### src/design/mcbp_pkg.sv
package mcbp_pkg;

  // protocol bytes
  localparam logic [7:0] START_BYTE = 8'h81;
  localparam logic [7:0] CMD_READ   = 8'h52;
  localparam logic [7:0] CMD_WRITE  = 8'h57;
  localparam logic [7:0] REPLY_IDLE = 8'hFF;
  localparam logic [7:0] REPLY_ZERO = 8'h00;
  localparam logic [7:0] REPLY_ID1  = 8'h5A;
  localparam logic [7:0] REPLY_ID2  = 8'h5D;
  localparam logic [7:0] REPLY_ACK1 = 8'h5C;
  localparam logic [7:0] REPLY_GOOD = 8'h47;
  localparam logic [7:0] REPLY_BAD  = 8'h4E;

  // reply source select
  typedef enum logic [3:0] {
    RS_FF,
    RS_LAST,
    RS_ZERO,
    RS_ID1,
    RS_ID2,
    RS_ACK1,
    RS_GOOD,
    RS_BAD,
    RS_BYTE,
    RS_ADDR_HI,
    RS_ADDR_LO,
    RS_XOR,
    RS_MEM
  } rsel_t;

  // controller to datapath commands
  typedef struct packed {
    logic  capture;
    logic  proto_clr;
    logic  cmd_ld;
    logic  addr_hi_ld;
    logic  addr_lo_ld;
    logic  idx_inc;
    logic  idx_clr;
    logic  xor_byte;
    logic  xor_mem;
    logic  sum_ld;
    logic  buf_wr;
    logic  mem_rd;
    logic  copy_start;
    logic  copy_run;
    logic  clear_run;
    logic  out_ld;
    logic  out_ack;
    rsel_t out_sel;
  } mcbp_cmd_t;

  // datapath to controller status
  typedef struct packed {
    logic deselect;
    logic start_ok;
    logic cmd_read;
    logic cmd_write;
    logic idx0;
    logic idx1;
    logic idx_last;
    logic sum_ok;
    logic in_range;
    logic copy_done;
    logic clear_last;
    logic out_free;
  } mcbp_stat_t;

endpackage

### src/design/mcbp_ctrl.sv
module mcbp_ctrl
  import mcbp_pkg::*;
(
  input  logic       clk,
  input  logic       rst_n,
  input  logic       in_tvalid,
  output logic       in_tready,
  input  mcbp_stat_t stat,
  output mcbp_cmd_t  cmd
);

  typedef enum logic [2:0] {
    SQ_CLEAR,
    SQ_READY,
    SQ_EXEC,
    SQ_RDWAIT,
    SQ_COPY
  } seq_t;

  typedef enum logic [3:0] {
    P_IDLE,
    P_CMD,
    P_CMDACK,
    P_WAIT,
    P_ADDR_HI,
    P_ADDR_LO,
    P_RD_HDR,
    P_RD_DATA,
    P_RD_CHK,
    P_RD_TAIL,
    P_WR_DATA,
    P_WR_SUM,
    P_WR_ACK,
    P_WR_RESULT,
    P_END
  } proto_t;

  seq_t   seq_r, seq_nxt;
  proto_t proto_r, proto_nxt;

  assign in_tready = (seq_r == SQ_READY);

  // sequencing and protocol decode
  always_comb begin
    cmd       = '0;
    cmd.out_sel = RS_FF;
    seq_nxt   = seq_r;
    proto_nxt = proto_r;
    case (seq_r)
      SQ_CLEAR: begin
        cmd.clear_run = 1'b1;
        if (stat.clear_last) begin
          seq_nxt = SQ_READY;
        end
      end
      SQ_READY: begin
        if (in_tvalid) begin
          cmd.capture = 1'b1;
          seq_nxt     = SQ_EXEC;
        end
      end
      SQ_EXEC: begin
        if (stat.out_free) begin
          seq_nxt     = SQ_READY;
          cmd.out_ld  = 1'b1;
          cmd.out_ack = 1'b1;
          if (stat.deselect) begin
            cmd.proto_clr = 1'b1;
            cmd.out_ack   = 1'b0;
            proto_nxt     = P_IDLE;
          end else begin
            case (proto_r)
              P_IDLE: begin
                if (stat.start_ok) begin
                  cmd.out_sel = RS_ZERO;
                  proto_nxt   = P_CMD;
                end else begin
                  cmd.out_ack = 1'b0;
                end
              end
              P_CMD: begin
                cmd.cmd_ld  = 1'b1;
                cmd.out_sel = RS_ID1;
                proto_nxt   = P_CMDACK;
              end
              P_CMDACK: begin
                cmd.out_sel = RS_ID2;
                proto_nxt   = P_WAIT;
              end
              P_WAIT: begin
                cmd.out_sel = RS_ZERO;
                proto_nxt   = P_ADDR_HI;
              end
              P_ADDR_HI: begin
                cmd.addr_hi_ld = 1'b1;
                cmd.out_sel    = RS_BYTE;
                proto_nxt      = P_ADDR_LO;
              end
              P_ADDR_LO: begin
                cmd.addr_lo_ld = 1'b1;
                if (stat.cmd_read) begin
                  cmd.out_sel = RS_ACK1;
                  proto_nxt   = P_RD_HDR;
                end else if (stat.cmd_write) begin
                  cmd.out_sel = RS_BYTE;
                  proto_nxt   = P_WR_DATA;
                end else begin
                  // unknown command repeats the previous reply
                  cmd.out_sel = RS_LAST;
                  proto_nxt   = P_IDLE;
                end
              end
              P_RD_HDR: begin
                if (stat.idx0) begin
                  cmd.out_sel = RS_ID2;
                  cmd.idx_inc = 1'b1;
                end else if (stat.idx1) begin
                  cmd.out_sel = RS_ADDR_HI;
                  cmd.idx_inc = 1'b1;
                end else begin
                  cmd.out_sel = RS_ADDR_LO;
                  cmd.idx_clr = 1'b1;
                  proto_nxt   = P_RD_DATA;
                end
              end
              P_RD_DATA: begin
                // read the store; the reply is loaded from SQ_RDWAIT once the output is free
                cmd.out_ld  = 1'b0;
                cmd.out_ack = 1'b0;
                cmd.mem_rd  = 1'b1;
                seq_nxt     = SQ_RDWAIT;
              end
              P_RD_CHK: begin
                cmd.out_sel = RS_XOR;
                proto_nxt   = P_RD_TAIL;
              end
              P_RD_TAIL: begin
                cmd.out_sel = RS_GOOD;
                proto_nxt   = P_END;
              end
              P_WR_DATA: begin
                cmd.buf_wr   = 1'b1;
                cmd.xor_byte = 1'b1;
                cmd.out_sel  = RS_BYTE;
                if (stat.idx_last) begin
                  cmd.idx_clr = 1'b1;
                  proto_nxt   = P_WR_SUM;
                end else begin
                  cmd.idx_inc = 1'b1;
                end
              end
              P_WR_SUM: begin
                cmd.sum_ld  = 1'b1;
                cmd.out_sel = RS_ACK1;
                proto_nxt   = P_WR_ACK;
              end
              P_WR_ACK: begin
                cmd.out_sel = RS_ID2;
                proto_nxt   = P_WR_RESULT;
              end
              P_WR_RESULT: begin
                proto_nxt = P_END;
                if (stat.sum_ok) begin
                  cmd.out_sel = RS_GOOD;
                  if (stat.in_range) begin
                    cmd.copy_start = 1'b1;
                    seq_nxt        = SQ_COPY;
                  end
                end else begin
                  cmd.out_sel = RS_BAD;
                end
              end
              default: begin
                // end of transaction: drop out and go idle
                cmd.out_ack = 1'b0;
                proto_nxt   = P_IDLE;
              end
            endcase
          end
        end
      end
      SQ_RDWAIT: begin
        if (stat.out_free) begin
          cmd.out_ld  = 1'b1;
          cmd.out_ack = 1'b1;
          cmd.out_sel = RS_MEM;
          cmd.xor_mem = 1'b1;
          seq_nxt     = SQ_READY;
          if (stat.idx_last) begin
            cmd.idx_clr = 1'b1;
            proto_nxt   = P_RD_CHK;
          end else begin
            cmd.idx_inc = 1'b1;
          end
        end
      end
      SQ_COPY: begin
        cmd.copy_run = 1'b1;
        if (stat.copy_done) begin
          seq_nxt = SQ_READY;
        end
      end
      default: begin
        seq_nxt = SQ_READY;
      end
    endcase
  end

  // state registers
  always_ff @(posedge clk) begin
    if (!rst_n) begin
      seq_r   <= SQ_CLEAR;
      proto_r <= P_IDLE;
    end else begin
      seq_r   <= seq_nxt;
      proto_r <= proto_nxt;
    end
  end

endmodule

### config.mk
export PLATFORM = sky130hd
export DESIGN_NAME = mcbp_ctrl
export DESIGN_NICKNAME = d
export VERILOG_FILES = /design/src/design/mcbp_pkg.sv /design/src/design/mcbp_ctrl.sv
export SDC_FILE = /design/constraint.sdc
export NUM_CORES = 1
export LEC_CHECK = 0
export ABC_AREA = 1
export BUFFER_PORTS_ARGS = -buffer_cell sky130_fd_sc_hd__clkbuf_2
export CORE_MARGIN = 2
export CORE_UTILIZATION = 35
export CTS_BUF_LIST = sky130_fd_sc_hd__clkbuf_8
export CTS_CLUSTER_SIZE = 28
export DETAILED_ROUTE_END_ITERATION = 10
export SLEW_MARGIN = 40
export SYNTH_ARGS = -nofsm -noshare
export SYNTH_HDL_FRONTEND = slang
export SYNTH_SLANG_ARGS = --single-unit
### constraint.sdc
create_clock -name clk -period 1.6 [get_ports clk]
set_clock_uncertainty 0.15 [all_clocks]
set_input_delay 0.08 -clock clk [delete_from_list [all_inputs] [get_ports clk]]
set_output_delay 0.08 -clock clk [all_outputs]
set_load 0.05 [all_outputs]
==> flow_summary.toml <==
[finish]
nets = 280
utilization_pct = 82.3
final_cells = 294
area_delta_synth_final_pct = 121
drive_gt1_share_pct = 65.2
antennaDiodeCount = 0
final_area_mm2 = 0.00206

[critical_path]
cp.depth = 6
crit_path_max_fanout = 7
cp-start-kind = "flop"
r2r-end = "proto_r[3]$_SDFFE_PN0P_"
rr_worst_depth = 10
ff2ff_setup_slack_ns = -0.01
path_class = "flop to primary output"
endpoint_kind = "primary output"
critPathSlowestCell = "dfxtp_4"
cp_top_family = "compound AO/OA/AOI/OAI gates"
crit_end = "cmd[1]"
crit_start = "proto_r[3]$_SDFFE_PN0P_"
r2r_start = "proto_r[1]$_SDFFE_PN0P_"
crit_arrival_ns = 1.51
crit_buf_inv = 2
required_ns = 1.37
slowest_delay_ns = 0.41
path_cells = "nor2_4 > buf_4 > a211oi_2 > nor3_2 > a21oi_4 > buf_8"

[timing]
post-route-min-period_ns = 1.74
worst_pin_slew_ns = 0.303
slew_violations = 0
max_freq_ghz = 0.576
finalSetupTns_ns = -1.09
hold_violations = 0
grt_setup_unrepaired = "yes"
finalSetupViolCount = 17
maxSlewHeadroom_pct = 79.7
hold-worst-slack_ns = 0.158
setup_ws_ns = -0.136
post-route-period-util_pct = 108

[placed_design]
placed_area_mm2 = 0.00151
dp.cells = 279
hpwl_mm = 2.74
gp_congestion = 0.894
io_buffers = 36
place_ws_ns = -0.235

[synthesis]
synth.distinct_cells = 25
synth_top_flop_cell = "dfxtp_1"
synth-async-reset-ratio_pct = 0
synth-edff-count = 0
synth_area_um2 = 932
ys_top_cells_by_count = "nand2_1 (52), nor2_1 (39), inv_1 (24)"
yosys.area.top_type = "nand2_1"
yosys.area.top_type_share_pct = 20.9
ys_seq_area_share_pct = 15.0
syn_area_per_cell_um2 = 5.09
synth-seq-cells = 7
ys_warn_count = 0
syn_nets = 198
synthCells = 183
synth.most_common_cell = "nand2_1"
ys_top_cells_by_area = "nand2_1 (21%), nor2_1 (16%), dfxtp_1 (15%)"

[global_route]
grt_max_degree = 8
grtUsageMet3_pct = 3.02
gr-total-overflow = 0
grt_pass1_vias = 1485
grt_busiest_layer = "met2"
antenna_found_initial = 0
use_met1_pct = 34.2
track_usage_pct = 26.6
grt_use_met2_pct = 46.4
grt_first_pass_wirelength_mm = 6.73

[floorplan]
placementRows = 18
fp.dieW_um = 55.6
die_area_mm2 = 0.00309
pin_count = 37
start_util_pct = 37.3
die_height_um = 55.6
coreArea_mm2 = 0.00250

[hold_path]
hold_class = "primary input to flop"
hold_depth = 7
min_from = "stat[2]"

[detailed_routing]
wl_per_cell_um = 13.8
wirelength_mm = 4.06
ant_nets = 0
viasPerCell = 5.05
drcViolationCount = 0
drt-initial-drc-count = 89
first_pass_iters = 4
vias = 1484

[clock_network]
clock-sinks = 7
clk_pin_slew_ns = 0.04
root_buffer = "clkbuf_8"
cts-htree-levels = 1
numCtsBuffers = 3
cts_tree = "done"
clockBufferDepth = 2
clk_latency_ns = 0.22

[power_and_ir_drop]
p_per_area_mw_per_mm2 = 965
total_power_mw = 1.99
p_leak_nw = 1.03
max-vdd-ir-drop_mv = 1.07

[outcome]
failed_checks = "negative setup slack"
outcome = "complete, but fails checks"

[flow_run]
max_cap_violations = 0
==> flip-flops by register name, indices dropped and copies added, names as in the netlist <==
register and cells:
proto_r 4, seq_r 3
==> worst min-delay path, cell delays in order <==
cell and delay [ns]:
clkbuf_2 0.08, inv_1 0.04, nand2_1 0.05, nand2_1 0.07, nor2_2 0.06, clkinv_1 0.05
a21oi_1 0.05
==> how the worst min path moves through the flow <==
stage                     slack (ns)                      end
after detailed placement        0.23  proto_r[3]$_SDFFE_PN0P_
after CTS                       0.15    seq_r[2]$_SDFFE_PN0P_
after global placement          0.21    seq_r[2]$_SDFFE_PN0P_
after global routing            0.20    seq_r[2]$_SDFFE_PN0P_
after floorplan                 0.05    seq_r[2]$_SDFFE_PN0P_
final                           0.16    seq_r[2]$_SDFFE_PN0P_
==> cell families after synthesis <==
| group | count (synthesis) | share of synthesized area [%] |
|---|---|---|
| buf+inv | 32 | 14.9 |
| simple gates | 129 | 61.1 |
| compound gates | 15 | 8.99 |
| flops | 7 | 15.0 |
==> area by class of cell <==
class,instances,area (um2)
inverter,29,114
fill,156,442
timing repair buffer,80,707
sequential,7,161
multi-input combinational,144,993
tap,30,37.5
clock buffer,3,41.3
clock inverter,1,3.75
==> power by group <==
part,switching [mW],internal (mW)
logic,0.878,0.561
registers,0.0721,0.237
clock network,0.0723,0.165
==> placed cells by master, fill, tap and decap left out <==
| master | n |
|---|---|
| dlygate4sd3_1 | 1 |
| nor3b_2 | 1 |
| and2_4 | 1 |
| dfxtp_2 | 2 |
| nand3_1 | 11 |
| nand2_2 | 15 |
| nand2_4 | 4 |
| a31oi_4 | 1 |
| buf_8 | 15 |
| nand3b_1 | 2 |
| o21bai_1 | 1 |
| clkbuf_2 | 17 |
| a211oi_2 | 1 |
| a21oi_4 | 1 |
| inv_4 | 2 |
| nand4_1 | 1 |
| nor2_2 | 10 |
| dfxtp_4 | 5 |
| nor3_4 | 2 |
| buf_6 | 9 |
| clkinv_1 | 1 |
| nand3_2 | 5 |
| buf_4 | 36 |
| nand2_1 | 36 |
| nor2_1 | 18 |
| o21ai_2 | 2 |
| o21ai_4 | 2 |
| inv_2 | 10 |
| a21oi_1 | 4 |
| a21oi_2 | 2 |
| inv_1 | 17 |
| nor3_2 | 5 |
| o21bai_2 | 1 |
| clkbuf_8 | 3 |
| nor2_4 | 18 |
| clkbuf_4 | 2 |
==> per-layer routing <==
layer | vias to the layer above | share of wire [%]
met4 | 0 | 1.1
met2 | 50 | 52
met5 | - | 0
met1 | 694 | 43
li1 | 734 | -
met3 | 6 | 3.7
==> what timing repair did <==
item,in CTS,in global routing
pin swaps,12,17
endpoints found under the hold margin,4,0
buffers inserted,8,2
hold buffers,1,0
endpoints found under the setup margin,23,26
resized for setup,84,50
Power figures use the tool's default switching activity.
